## src/design/chr_pkg.sv

```systemverilog
// Package for the consistent-hash ring lookup block.
// Holds item structs, opcode and status codes, and the cell broadcast types.
// No dependencies; used by chr_cell and consistent_hash_ring_lookup_top.
`default_nettype none

package chr_pkg;

    // Default number of ring slots (virtual nodes the table can hold).
    localparam int unsigned RING_SLOTS_DEF = 512;

    localparam int unsigned POS_W   = 32;
    localparam int unsigned OWNER_W = 4;
    localparam int unsigned OP_W    = 2;
    localparam int unsigned ST_W    = 3;

    // Opcodes of an input item.
    localparam logic [OP_W-1:0] OP_INSERT = 2'd0;
    localparam logic [OP_W-1:0] OP_REMOVE = 2'd1;
    localparam logic [OP_W-1:0] OP_LOOKUP = 2'd2;

    // Status codes of a result item.
    localparam logic [ST_W-1:0] ST_OK     = 3'd0;
    localparam logic [ST_W-1:0] ST_DUP    = 3'd1;
    localparam logic [ST_W-1:0] ST_ABSENT = 3'd2;
    localparam logic [ST_W-1:0] ST_FULL   = 3'd3;
    localparam logic [ST_W-1:0] ST_EMPTY  = 3'd4;

    typedef struct packed {
        logic [OP_W-1:0]    opcode;
        logic [POS_W-1:0]   ring_point;
        logic [OWNER_W-1:0] server_id;
    } chr_in_t;

    typedef struct packed {
        logic [OWNER_W-1:0] owner_id;
        logic [ST_W-1:0]    status;
    } chr_out_t;

    // One ring entry held by a cell.
    typedef struct packed {
        logic [POS_W-1:0]   position;
        logic [OWNER_W-1:0] owner;
    } chr_entry_t;

    // Table update applied by every cell in the apply cycle.
    typedef enum logic [1:0] {
        ACT_NONE,
        ACT_INS,
        ACT_REM
    } chr_act_t;

    // Command broadcast from the controller to the row of cells.
    typedef struct packed {
        logic               sample;
        logic               lookup;
        chr_act_t           act;
        logic [POS_W-1:0]   point;
        logic [OWNER_W-1:0] sid;
    } chr_bcast_t;

endpackage

`default_nettype wire

```

## src/design/chr_cell.sv

```systemverilog
// One cell of the sorted ring: holds one entry and its compare flags.
// Shifts toward its right or left neighbor on insert or remove.
// Depends on chr_pkg.
`default_nettype none

module chr_cell
    import chr_pkg::*;
#(
    parameter int unsigned INDEX = 0,
    parameter int unsigned CNT_W = 10
)
(
    input  wire logic             clk,
    input  wire logic             rst_n,
    input  wire chr_bcast_t       bcast,
    input  wire logic [CNT_W-1:0] count,
    input  wire chr_entry_t       left_entry,
    input  wire logic             left_flag,
    input  wire chr_entry_t       right_entry,
    output chr_entry_t            entry,
    output logic                  flag,
    output logic                  match
);

    chr_entry_t entry_reg;
    chr_entry_t entry_next;
    logic       flag_reg;
    logic       flag_next;
    logic       match_reg;
    logic       match_next;
    logic       valid;
    logic       gt;
    logic       eq;

    // The cell holds a live entry when its index is below the node count.
    assign valid = (count > CNT_W'(INDEX));
    assign gt    = (entry_reg.position > bcast.point);
    assign eq    = (entry_reg.position == bcast.point);

    // A lookup flags live entries strictly above the hash. Insert and remove
    // flag entries at or above the point, with empty cells counting as above.
    always_comb
    begin
        if (bcast.lookup)
        begin
            flag_next = valid & gt;
        end
        else
        begin
            flag_next = ~valid | gt | eq;
        end
        match_next = valid & eq;
    end

    // Compare flags are captured when an item is accepted.
    always_ff @(posedge clk or negedge rst_n)
    begin
        if (!rst_n)
        begin
            flag_reg  <= 1'b0;
            match_reg <= 1'b0;
        end
        else if (bcast.sample)
        begin
            flag_reg  <= flag_next;
            match_reg <= match_next;
        end
    end

    // Insert opens a gap at the first flagged cell; remove closes it.
    always_comb
    begin
        entry_next = entry_reg;
        case (bcast.act)
            ACT_INS:
            begin
                if (flag_reg)
                begin
                    if (left_flag)
                    begin
                        entry_next = left_entry;
                    end
                    else
                    begin
                        entry_next.position = bcast.point;
                        entry_next.owner    = bcast.sid;
                    end
                end
            end
            ACT_REM:
            begin
                if (flag_reg)
                begin
                    entry_next = right_entry;
                end
            end
            default:
            begin
                entry_next = entry_reg;
            end
        endcase
    end

    // Entry payload needs no reset; the node count marks what is live.
    always_ff @(posedge clk)
    begin
        entry_reg <= entry_next;
    end

    assign entry = entry_reg;
    assign flag  = flag_reg;
    assign match = match_reg;

endmodule

`default_nettype wire

```

## config.mk

```make
export PLATFORM = sky130hd
export DESIGN_NAME = chr_cell
export DESIGN_NICKNAME = d
export VERILOG_FILES = /design/src/design/chr_pkg.sv /design/src/design/chr_cell.sv
export SDC_FILE = /design/constraint.sdc
export NUM_CORES = 1
export LEC_CHECK = 0
export BUFFER_PORTS_ARGS = -buffer_cell sky130_fd_sc_hd__buf_2
export CORE_ASPECT_RATIO = 1.5
export CORE_MARGIN = 10
export CORE_UTILIZATION = 44
export CTS_CLUSTER_DIAMETER = 150
export DETAILED_ROUTE_END_ITERATION = 8
export GPL_TIMING_DRIVEN = 0
export HOLD_SLACK_MARGIN = 0.08
export PLACE_DENSITY = 0.81
export SETUP_SLACK_MARGIN = 0.15
export SYNTH_ARGS = -nofsm -noshare
export SYNTH_HDL_FRONTEND = slang
export SYNTH_SLANG_ARGS = --single-unit
```

## constraint.sdc

```tcl
create_clock -name clk -period 1.9 [get_ports clk]
set_clock_uncertainty 0.1 [all_clocks]
set_input_delay 0.38 -clock clk [delete_from_list [all_inputs] [get_ports clk]]
set_output_delay 0.38 -clock clk [all_outputs]
set_load 0.005 [all_outputs]
```

# == Yosys cells after proc, flatten, opt, wreduce, memory -nomap -nowiden ==
# Index checks and enable logic that the tools add are counted.
# totals
ff_bits,38
out_inout_bits,38
# classes
order_cmp,2
n_eq_ne,5
muxes,5
bitwise_logic,5
n_reduce_logical,2
# ops
cell,n
two-way mux 36 bit,3
case mux 36 bit (2 select lines),1
== test 32 bit,1
greater-than comparator 32 bit,1
greater-than comparator 10 x 1 -> 1 bit (second input constant),1
inequality test 2 bit (second input constant),2
AND reduction 3 bit,1
AND 1 bit,2
== test 2 x 1 -> 1 bit (second input constant),1
== test 2 bit (second input constant),1
bitwise OR 1 bit,2
nonzero test 2 bit,1
two-way mux 1 bit,1
NOT 1 bit,1

# == Depth between registers and ports, before layout ==
# Gate-level depths: netlist (run 1).
# logic_depth
word_depth,5
depth_mapped,8
ltp_nobuf,8

# == Worst setup path before layout (run 1) ==
# Ideal clock, no wire load.
# synth_path
path_type,input-to-reg
startpoint,in bcast[37] in the netlist's numbering
endpoint,"reg entry_reg, in the netlist entry[0], enable pin"
setup_time_ns,0.395
arrival_ns,1.652
required_time_ns,1.405
slack_ns,-0.247
path_stages,3
path_buffers,1
path_cell_list,nor2b_1 > clkbuf_1 > o21a_1
# synth_between
elab_chain_cells,3
word_cells_on_any_way,6
cone_classes,eq/ne: 4; reduce/logical: 2
# synth_lines
element,line_no,rtl
start: declaration,chr_cell.sv:15,"input wire chr_bcast_t bcast,"
== test 2 x 1 -> 1 bit / == test 2 bit (equally long branches),chr_cell.sv:74,case (bcast.act)
inequality test 2 bit (no line) / nonzero test 2 bit (equally long branches),-,
AND reduction 3 bit (no line) *,-,
end signal: assignment,chr_cell.sv:107,entry_reg <= entry_next;
end: declaration,chr_cell.sv:25,chr_entry_t entry_reg;
# Every way passes the cells marked *; elsewhere a longest branch is shown, timed or not.
# A chain may end at the register's enable or synchronous reset.

# == Worst setup path after layout (run 1) ==
# layout_path
startpoint,"reg entry_reg, in the netlist entry[17]"
endpoint,reg flag_reg (netlist: flag)
# layout_between
elab_chain_cells,4
word_cells_on_any_way,6
cone_classes,order compare: 1; eq/ne: 1; mux: 1; bitwise: 3
# layout_lines
element,line_no,rtl
greater-than comparator 32 bit,chr_cell.sv:37,assign gt = (entry_reg.position > bcast.point);
bitwise OR 1 bit (2 in series),chr_cell.sv:50,flag_next = ~valid | gt | eq;
two-way mux 1 bit *,chr_cell.sv:44,if (bcast.lookup)
end signal: assignment,chr_cell.sv:65,flag_reg <= flag_next;
end: declaration,chr_cell.sv:27,logic flag_reg;
# Marked as above.

==> results of run 1 <==
==> cells in the mapped netlist, types with 2 or more instances <==
cell	number
nand4_2	3
o21ai_0	40
inv_1	34
nand4_1	2
buf_2	4
mux2i_1	36
dfrtp_1	2
nor4_1	2
clkbuf_1	8
nor2_1	4
o21ai_1	2
a21oi_1	16
edfxtp_1	36
nand3_1	8
nand2_1	47
nand2b_1	2
ha_1	32
nor2b_1	2
==> per-layer routing <==
metal / up-vias / track usage, % / part of all wire (%)
li1: 1381 / - / -
met1: 1304 / 16.5 / 35
met2: 108 / 36.2 / 56
met3: 10 / 6.58 / 7.6
met4: 0 / 4.96 / 1.6
met5: - / 0 / 0
==> placed cells by master, fill, tap and decap left out, drive strengths merged <==
| cell type | n |
|---|---|
| a211oi | 2 |
| a21oi | 16 |
| a221o | 1 |
| a221oi | 1 |
| and3 | 1 |
| and4 | 1 |
| buf | 170 |
| clkbuf | 15 |
| clkinv | 1 |
| dfrtp | 2 |
| dlygate4sd3 | 1 |
| edfxtp | 36 |
| ha | 32 |
| inv | 34 |
| mux2i | 36 |
| nand2 | 47 |
| nand2b | 2 |
| nand3 | 8 |
| nand4 | 5 |
| nor2 | 4 |
| nor2b | 2 |
| nor3 | 1 |
| nor4 | 3 |
| nor4b | 1 |
| o21a | 2 |
| o21ai | 42 |
==> cell type report <==
cell class	count	area share, %
inverters	34	3.15
flip-flops and latches	38	28.0
well taps	74	2.29
multi-input cells	207	41.9
repair buffers	167	21.1
plain buffers	12	1.33
clock buffers	7	2.13
clock inverters	1	0.124
==> metrics by stage <==
stage          TNS, ns  std cells  setup WS, ns  instance area [sq um]
3_5_place_dp     -6.20        525        -0.171                   3720
3_3_place_gp     -4.64        525        -0.157                   3720
4_1_cts        -0.0125        538       -0.0125                   3960
5_1_grt         -0.151        540        -0.151                   4050
6_report       -0.0651        540       -0.0651                   4050
2_1_floorplan        0        290         0.136                   2820
==> path summary, 6_finish.rpt <==
path                               to  slack (ns)  cells past startpoint
min in group asynchronous       match        0.32                      2
max in group asynchronous        flag        1.29                      2
worst max-delay path             flag       -0.07                      7
worst min-delay path            match        0.23                      2
worst min register to register  match        0.41                      2
worst max register to register   flag       -0.07                      7
==> repair_timing <==
item	CTS	global route
cloned	0	1
buffers inserted	4	1
gates resized for setup	13	14
hold buffers	1	0
hold endpoints to repair	2	0
setup endpoints to repair	2	59
pin swaps	10	10
==> cell families (layout without fill, tap and decap cells) <==
| kind of cell | Yosys count | count (layout) | synth area share [%] |
|---|---|---|---|
| adder cells (fa/ha/maj) | 32 | 32 | 14.3 |
| flip-flops | 38 | 38 | 40.5 |
| multiplexers | 36 | 36 | 12.9 |
| AND/OR/NAND/NOR | 75 | 75 | 13.8 |
| buffers and inverters | 46 | 221 | 6.37 |
| AO/OA/AOI/OAI | 63 | 64 | 12.1 |
==> critical path: stages (launching register included) <==
cell and delay (ns):
edfxtp_1 0.45, ha_4 0.30, nand4_1 0.17, nor4b_4 0.37, nand3_2 0.13, nand3_2 0.09
a211oi_2 0.04, a211oi_2 0.23
==> power breakdown <==
group	switching, mW	leakage (nW)	internal [mW]
Combinational	0.356	1.58	0.346
Clock	0.295	0.0482	0.293
Sequential	0.0444	0.365	1.01
Total	0.695	1.99	1.65
==> reports/metrics.yaml, run 1 <==
worst_setup_path:
  endpoint_kind: "register"
  critical_path_class: "reg2reg"
  worstPathArrival_ns: 2.06
  crit_start: "entry[17]"
  required_ns: 2.00
  worstPathMaxFanout: 3
  rr_startpoint: "entry[17]"
  crit_path_start_kind: "register"
synth:
  ys_seq_elements: 38
  synth_area_per_cell_sq_um: 9.62
  ys.flop_type: "edfxtp_1"
  synth_edf_count: 36
  synth_cell_types: 28
  ys_seq_area_share_pct: 40.5
  yosysTopAreaCell: "edfxtp_1"
  synth_cells: 290
  synth_top_area_share_pct: 38.7
  synth_area_leaders: "edfxtp_1, ha_1, mux2i_1"
  syn_area_sq_um: 2790
  syn_nets: 447
  yosysWarningCount: 0
  async_flop_share_pct: 5.26
final_layout:
  nNetsFinal: 622
  fillers: 531
  layout-drive-gt1-share_pct: 44.0
  multi_input_comb_area_sq_um: 1700
  largest_reg_flops: 36
  final-seq-area_sq_um: 1130
  fin_util_pct: 65.5
  antenna_cells: 0
  area_delta_synth_final_pct: 45.0
global_routing:
  antenna_found_initial: 0
  track_usage_pct: 18.4
  grt_pass1_wl_um: 15000
  grt_max_degree: 37
  grt_pass1_vias: 3130
  grt_overflow: 0
clock_tree:
  cts-buffers-inserted: 5
  cts_tree: "done"
  cts-root-buf: "clkbuf_8"
  cts.sinks: 38
  clk_path_buf_depth: 2
  path_clk_slew_ns: 0.08
  clock_latency_ns: 0.28
  h-tree-depth: 2
job:
  drv_cap: 0
timing:
  timing.fmax_mhz: 509
  setup_ws_ns: -0.0651
  hold_viol_final: 0
  hold_ws_ns: 0.225
  layout_min_cycle_time_ns: 1.97
  worstMarginPinSlew_ns: 0.519
  rsz0062_at_grt: "true"
  fin_crit_sh_pct: 103
  setup_viol: 1
  slew_headroom_pct: 65.4
  finalMaxSlewViolations: 0
route:
  vias: 2803
  drtIter0Drc: 104
  wl_um: 9580
  drt_first_pass_iters: 4
  avgRoutedWirePerCell_um: 17.7
  drc: 0
  ant_nets: 0
  drt-vias-per-instance: 5.19
floorplanning:
  boundaryPins: 163
  start_util_pct: 45.2
  die_h_um: 118
  core_area_sq_um: 6170
  die_area_sq_um: 9990
  die_width_um: 85.0
  fp-row-count: 35
min_path:
  worstHoldStart: "bcast[39]"
  min_path_type: "in2reg"
status:
  violations: "setup timing"
  status: "complete, but fails checks"
power:
  p_per_area_nw_per_um2: 581
  leakagePower_nw: 1.99
  total_power_mw: 2.35
  ir_drop_mv: 0.400
place:
  gp_congestion: 0.800
  hpwl_um: 7690
  io_buffers: 161
Note: power is estimated with default switching activity, not from simulation.
==> run 2, diff against run 1 <==
--- a/config.mk
+++ b/config.mk
@@ -5,15 +5,17 @@
 export SDC_FILE = /design/constraint.sdc
 export NUM_CORES = 1
 export LEC_CHECK = 0
+export ABC_CLOCK_PERIOD_IN_PS = 1600
 export BUFFER_PORTS_ARGS = -buffer_cell sky130_fd_sc_hd__buf_2
 export CORE_ASPECT_RATIO = 1.5
 export CORE_MARGIN = 10
-export CORE_UTILIZATION = 44
+export CORE_UTILIZATION = 40
 export CTS_CLUSTER_DIAMETER = 150
+export CTS_CLUSTER_SIZE = 40
 export DETAILED_ROUTE_END_ITERATION = 8
 export GPL_TIMING_DRIVEN = 0
 export HOLD_SLACK_MARGIN = 0.08
-export PLACE_DENSITY = 0.81
+export PLACE_DENSITY = 0.77
 export SETUP_SLACK_MARGIN = 0.15
 export SYNTH_ARGS = -nofsm -noshare
 export SYNTH_HDL_FRONTEND = slang
==> constraint.sdc (replaced) <==
create_clock -name clk -period 1.6 [get_ports clk]
set_clock_uncertainty 0.1 [all_clocks]
set_input_delay 0.32 -clock clk [delete_from_list [all_inputs] [get_ports clk]]
set_output_delay 0.32 -clock clk [all_outputs]
set_load 0.005 [all_outputs]
==> reports/metrics.yaml, run 2 (synthesis gave the netlist of run 1 again) <==
floorplanning:
  boundaryPins: 163  # unchanged
  core_area_sq_um: 6810  # +10%
  die_h_um: 122  # +4.1%
  start_util_pct: 41.0  # -4.2 points
  die_area_sq_um: 10800  # +7.9%
  fp-row-count: 37  # +5.7%
  die_width_um: 88.2  # +3.7%
power:
  leakagePower_nw: 2.01  # +1.1%
  p_per_area_nw_per_um2: 711  # +23%
  ir_drop_mv: 0.577  # +44%
  total_power_mw: 2.92  # +24%
worst_setup_path:
  worst_r2r_path_depth: 6  # -1
  worstPathArrival_ns: 2.03  # -0.03 ns
  path_cells: "ha_1 -> and4_1 -> nor4b_4 -> a221o_1 -> o21ai_2 -> a211oi_2"
  worstPathMaxFanout: 3  # unchanged
  critical_path_class: "reg2reg"
  endpoint_kind: "register"
  critPathBufInv: 0  # unchanged
  cp.depth: 6  # -1
  crit_path_start_kind: "register"
  max_stage_delay_ns: 0.42  # -0.03 ns
  cp_slowest_cell: "edfxtp_1"
  required_ns: 1.71  # -0.29 ns
  path_delay_family: "simple AND/OR/NAND/NOR gates"
place:
  dp.cells: 529  # +0.76%
  gp_congestion: 0.811  # +1.4%
  hpwl_um: 7520  # -2.2%
  io_buffers: 161  # unchanged
  post-place-ws_ns: -0.366  # -0.196 ns
clock_tree:
  clock_latency_ns: 0.29  # about the same
  h-tree-depth: 2  # unchanged
  cts_tree: "done"
  cts.sinks: 38  # unchanged
  cts-root-buf: "clkbuf_8"
  path_clk_slew_ns: 0.08  # about the same
  clk_path_buf_depth: 2  # unchanged
  cts-buffers-inserted: 5  # unchanged
final_layout:
  multi_input_comb_area_sq_um: 1720  # +1.4%
  fillers: 586  # +10%
  largest_reg_flops: 36  # unchanged
  antenna_cells: 0  # unchanged
  area_delta_synth_final_pct: 47.0
  final_common_cell: "buf_2"
  layout_common_cells: "buf_2, nand2_1, o21ai_0, mux2i_1, edfxtp_1"
  nNetsFinal: 622  # unchanged
  final_cells: 544  # +0.74%
  final-seq-area_sq_um: 1130  # unchanged
  layout-drive-gt1-share_pct: 45.3  # +1.3 points
timing:
  worstMarginPinSlew_ns: 0.346  # -0.173 ns
  setup_viol: 2  # +1
  fin_crit_sh_pct: 120  # +16 points
  timing.fmax_mhz: 523  # +2.7%
  hold_ws_ns: 0.193  # -0.0325 ns
  rsz0062_at_grt: "true"
  finalMaxSlewViolations: 0  # unchanged
  hold_viol_final: 0  # unchanged
  layout_min_cycle_time_ns: 1.91  # -0.0515 ns
  slew_headroom_pct: 76.9  # +12 points
  setup_ws_ns: -0.314  # -0.249 ns
route:
  ant_nets: 0  # unchanged
  drt_first_pass_iters: 4  # unchanged
  avgRoutedWirePerCell_um: 17.3  # -2.7%
  vias: 2756  # -1.7%
  wl_um: 9390  # -2.0%
  drtIter0Drc: 121  # +16%
  drt-vias-per-instance: 5.07  # -2.4%
  drc: 0  # unchanged
global_routing:
  grt_overflow: 0  # unchanged
  grt_pass1_wl_um: 14100  # -6.0%
  track_usage_pct: 16.3  # -2.1 points
  grt_max_degree: 37  # unchanged
  antenna_found_initial: 0  # unchanged
  grt_pass1_vias: 3069  # -1.9%
status:
  violations: "setup timing"
  status: "complete, but fails checks"
job:
  drv_cap: 0  # unchanged
min_path:
  min_path_type: "in2reg"
  min_delay_path_depth: 2  # unchanged
==> run 2: changes by cell type in the layout (fill, tap and decap cells not counted), sizes merged <==
cell    change
clkbuf      -2
clkinv      +1
bufinv      +1
==> run 2: final timing paths <==
kind                            startpoint     to  slack [ns]
min in group asynchronous            rst_n   flag        0.27
worst min register to register       match  match        0.44
worst max register to register   entry[15]   flag       -0.31
worst min-delay path             bcast[39]  match        0.19
worst max-delay path             entry[15]   flag       -0.31
max in group asynchronous            rst_n  match        1.04
==> run 2: area by class of cell <==
class                           instances  share of cell area, %
Timing Repair Buffer                  167                   20.8
Sequential cell                        38                   27.6
Tap cell                               78                   2.38
Clock buffer                            5                   1.68
Clock inverter                          3                  0.977
Inverter                               34                   3.11
Multi-Input combinational cell        207                   41.9
Buffer                                 12                   1.53
==> run 2: through the flow <==
| stage | utilization [%] | TNS, ns | instance area [sq um] |
|---|---|---|---|
| after global routing | 60.3 | -0.763 | 4100 |
| after detailed placement | 55.6 | -11.59 | 3780 |
| after global placement | 55.6 | -9.92 | 3780 |
| after CTS | 58.7 | -0.462 | 3990 |
| after floorplan | - | -0.156 | 2880 |
| final | 60.3 | -0.531 | 4100 |
==> run 2: repair_timing <==
| item | CTS | global route |
|---|---|---|
| hold buffers | 1 | 0 |
| pin swaps | 10 | 5 |
| gates resized for setup | 9 | 18 |
| hold endpoints to repair | 2 | 0 |
| setup endpoints to repair | 46 | 68 |
| buffers inserted | 4 | 1 |
| cloned | 0 | 1 |
==> run 2: per-layer routing <==
metal  GRT usage, %  up-vias  part of all wire (%)
li1               -     1382                     -
met1           16.2     1259                    34
met2           31.2       99                    55
met3           4.18       16                   7.9
met4           5.41        0                   2.2
met5              0        -                     0
==> run 2: power breakdown <==
group,total (mW),leakage [nW],internal (mW),switching (mW)
combinational,0.827,1.59,0.412,0.415
sequential,1.26,0.365,1.20,0.0565
clock,0.829,0.0579,0.459,0.369
total,2.92,2.01,2.08,0.841
==> run 3, diff against run 2 <==
--- a/config.mk
+++ b/config.mk
@@ -5,17 +5,19 @@
 export SDC_FILE = /design/constraint.sdc
 export NUM_CORES = 1
 export LEC_CHECK = 0
-export ABC_CLOCK_PERIOD_IN_PS = 1600
+export ABC_CLOCK_PERIOD_IN_PS = 2400
 export BUFFER_PORTS_ARGS = -buffer_cell sky130_fd_sc_hd__buf_2
+export CELL_PAD_IN_SITES_DETAIL_PLACEMENT = 0
+export CELL_PAD_IN_SITES_GLOBAL_PLACEMENT = 2
 export CORE_ASPECT_RATIO = 1.5
 export CORE_MARGIN = 10
-export CORE_UTILIZATION = 40
+export CORE_UTILIZATION = 26
 export CTS_CLUSTER_DIAMETER = 150
 export CTS_CLUSTER_SIZE = 40
 export DETAILED_ROUTE_END_ITERATION = 8
 export GPL_TIMING_DRIVEN = 0
 export HOLD_SLACK_MARGIN = 0.08
-export PLACE_DENSITY = 0.77
+export PLACE_DENSITY_LB_ADDON = 0.1
 export SETUP_SLACK_MARGIN = 0.15
 export SYNTH_ARGS = -nofsm -noshare
 export SYNTH_HDL_FRONTEND = slang
==> constraint.sdc (replaced) <==
create_clock -name clk -period 2.4 [get_ports clk]
set_clock_uncertainty 0.1 [all_clocks]
set_input_delay 0.48 -clock clk [delete_from_list [all_inputs] [get_ports clk]]
set_output_delay 0.48 -clock clk [all_outputs]
set_load 0.005 [all_outputs]
==> reports/metrics.yaml, run 3 (synthesis gave the netlist of run 1 again) <==
status:
  status: "complete, no violations"
place:
  gp_congestion: 0.721  # -11%
  io_buffers: 161  # unchanged
  post-place-ws_ns: -0.0250  # +0.341 ns
  hpwl_um: 8500  # +13%
  placed_area_sq_um: 3800  # +0.60%
  dp.cells: 596  # +13%
global_routing:
  grt_max_degree: 21  # -43%
  antenna_found_initial: 1  # +1
  track_usage_pct: 13.1  # -3.2 points
  grt_overflow: 0  # unchanged
  grt_most_used_layer: "met2"
  grt_pass1_wl_um: 16000  # +14%
  grt_pass1_vias: 2993  # -2.5%
  met1_usage_pct: 13.8  # -2.4 points
  grt_util_met2_pct: 24.4  # -6.8 points
  met3_usage_pct: 4.42  # +0.24 points
timing:
  setup_tns_ns: 0  # +0.531 ns
  hold_viol_final: 0  # unchanged
  rsz0062_at_grt: "false"
  worstMarginPinSlew_ns: 0.544  # +0.198 ns
  setup_viol: 0  # -2
  setup_ws_ns: 0.349  # +0.663 ns
  slew_headroom_pct: 63.7  # -13 points
  layout_min_cycle_time_ns: 2.05
  timing.fmax_mhz: 488
  hold_ws_ns: 0.367  # +0.174 ns
  fin_crit_sh_pct: 85.4
  finalMaxSlewViolations: 0  # unchanged
clock_tree:
  cts_tree: "done"
  cts-root-buf: "clkbuf_16"
  cts_resized: 0  # -9
  cts-buffers-inserted: 5  # unchanged
  clk_path_buf_depth: 2  # unchanged
  cts.sinks: 38  # unchanged
  h-tree-depth: 2  # unchanged
  clock_latency_ns: 0.29  # about the same
  path_clk_slew_ns: 0.06  # -0.02 ns
worst_setup_path:
  endpoint_kind: "register"
  required_ns: 2.28  # +0.57 ns
  worst_r2r_path_depth: 7  # +1
  worstPathMaxFanout: 20  # +17
  worstPathArrival_ns: 1.94  # -0.09 ns
  critical_path_class: "in2reg"
  crit_path_start_kind: "input port"
floorplanning:
  die_width_um: 105  # +19%
  fp-row-count: 46  # +24%
  die_area_sq_um: 15400  # +42%
  core_area_sq_um: 10500  # +55%
  start_util_pct: 26.5  # -15 points
  boundaryPins: 163  # unchanged
  die_h_um: 147  # +20%
job:
  drv_cap: 0  # unchanged
route:
  drt-vias-per-instance: 4.39  # -13%
  drt_first_pass_iters: 4  # unchanged
  avgRoutedWirePerCell_um: 16.9  # -2.2%
  drc: 0  # unchanged
  vias: 2662  # -3.4%
  drtIter0Drc: 50  # -59%
  ant_nets: 0  # unchanged
  wl_um: 10200  # +8.9%
min_path:
  min_path_type: "in2reg"
  min_delay_path_depth: 3  # +1
power:
  leakagePower_nw: 1.99  # -1.1%
  p_per_area_nw_per_um2: 510  # -28%
  total_power_mw: 2.02  # -31%
  ir_drop_mv: 0.217  # -62%
final_layout:
  nNetsFinal: 617  # -0.80%
  area_delta_synth_final_pct: 42.1
  fin_util_pct: 37.6  # -23 points
  layout_common_cells: "buf_2, nand2_1, o21ai_0, mux2i_1, edfxtp_1"
  final_common_cell: "buf_2"
  final_cells: 606  # +11%
  final_area_sq_um: 3970  # -3.3%
  layout-drive-gt1-share_pct: 39.0  # -6.2 points
  largest_reg_flops: 36  # unchanged
run 3: cell types whose count changed in the layout (fill, tap and decap cells not counted), sizes merged:
| cell | before | now |
|---|---|---|
| buf | 170 | 166 |
| clkbuf | 13 | 15 |
| bufinv | 1 | 0 |
| clkinv | 2 | 1 |
| diode | 0 | 1 |
| o21a | 2 | 1 |
run 3: what timing repair did:
action                                 CTS  global route
endpoints found under the hold margin    2             0
hold buffers                             1             0
buffers inserted                         0             0
run 3: report_power, final:
part	switching, mW	internal [mW]	total, mW
logic	0.257	0.236	0.493
registers	0.0266	0.804	0.830
clock network	0.285	0.413	0.699
total	0.569	1.45	2.02
run 3: cell type report:
| type | instances | area [sq um] |
|---|---|---|
| Sequential cell | 38 | 1130 |
| Timing Repair Buffer | 163 | 843 |
| Clock inverter | 1 | 5.00 |
| Clock buffer | 7 | 143 |
| Inverter | 34 | 128 |
| Antenna cell | 1 | 2.50 |
| Buffer | 12 | 50.0 |
| Tap cell | 144 | 180 |
| Multi-Input combinational cell | 206 | 1480 |
| Fill cell | 1129 | 6570 |
run 3: routing by layer:
metal / vias up / wire length, um
met2: 96 / 5380
li1: 1374 / -
met1: 1185 / 4030
met5: - / 0
met3: 7 / 712
met4: 0 / 99
run 3: final timing paths:
path	start	end	slack, ns
setup / recovery	bcast[36]	entry[1]	0.35
hold / removal	right_entry[13]	entry[13]	0.37
setup reg to reg	entry[34]	flag	0.38
hold reg to reg	match	match	0.43
max in group asynchronous	rst_n	match	1.65
min in group asynchronous	rst_n	flag	0.43
run 3: worst max-delay path: stages:
cell	delay [ns]
buf_2	0.11
nor2b_1	0.10
clkbuf_1	0.41
o21a_2	0.58
buf_16	0.24
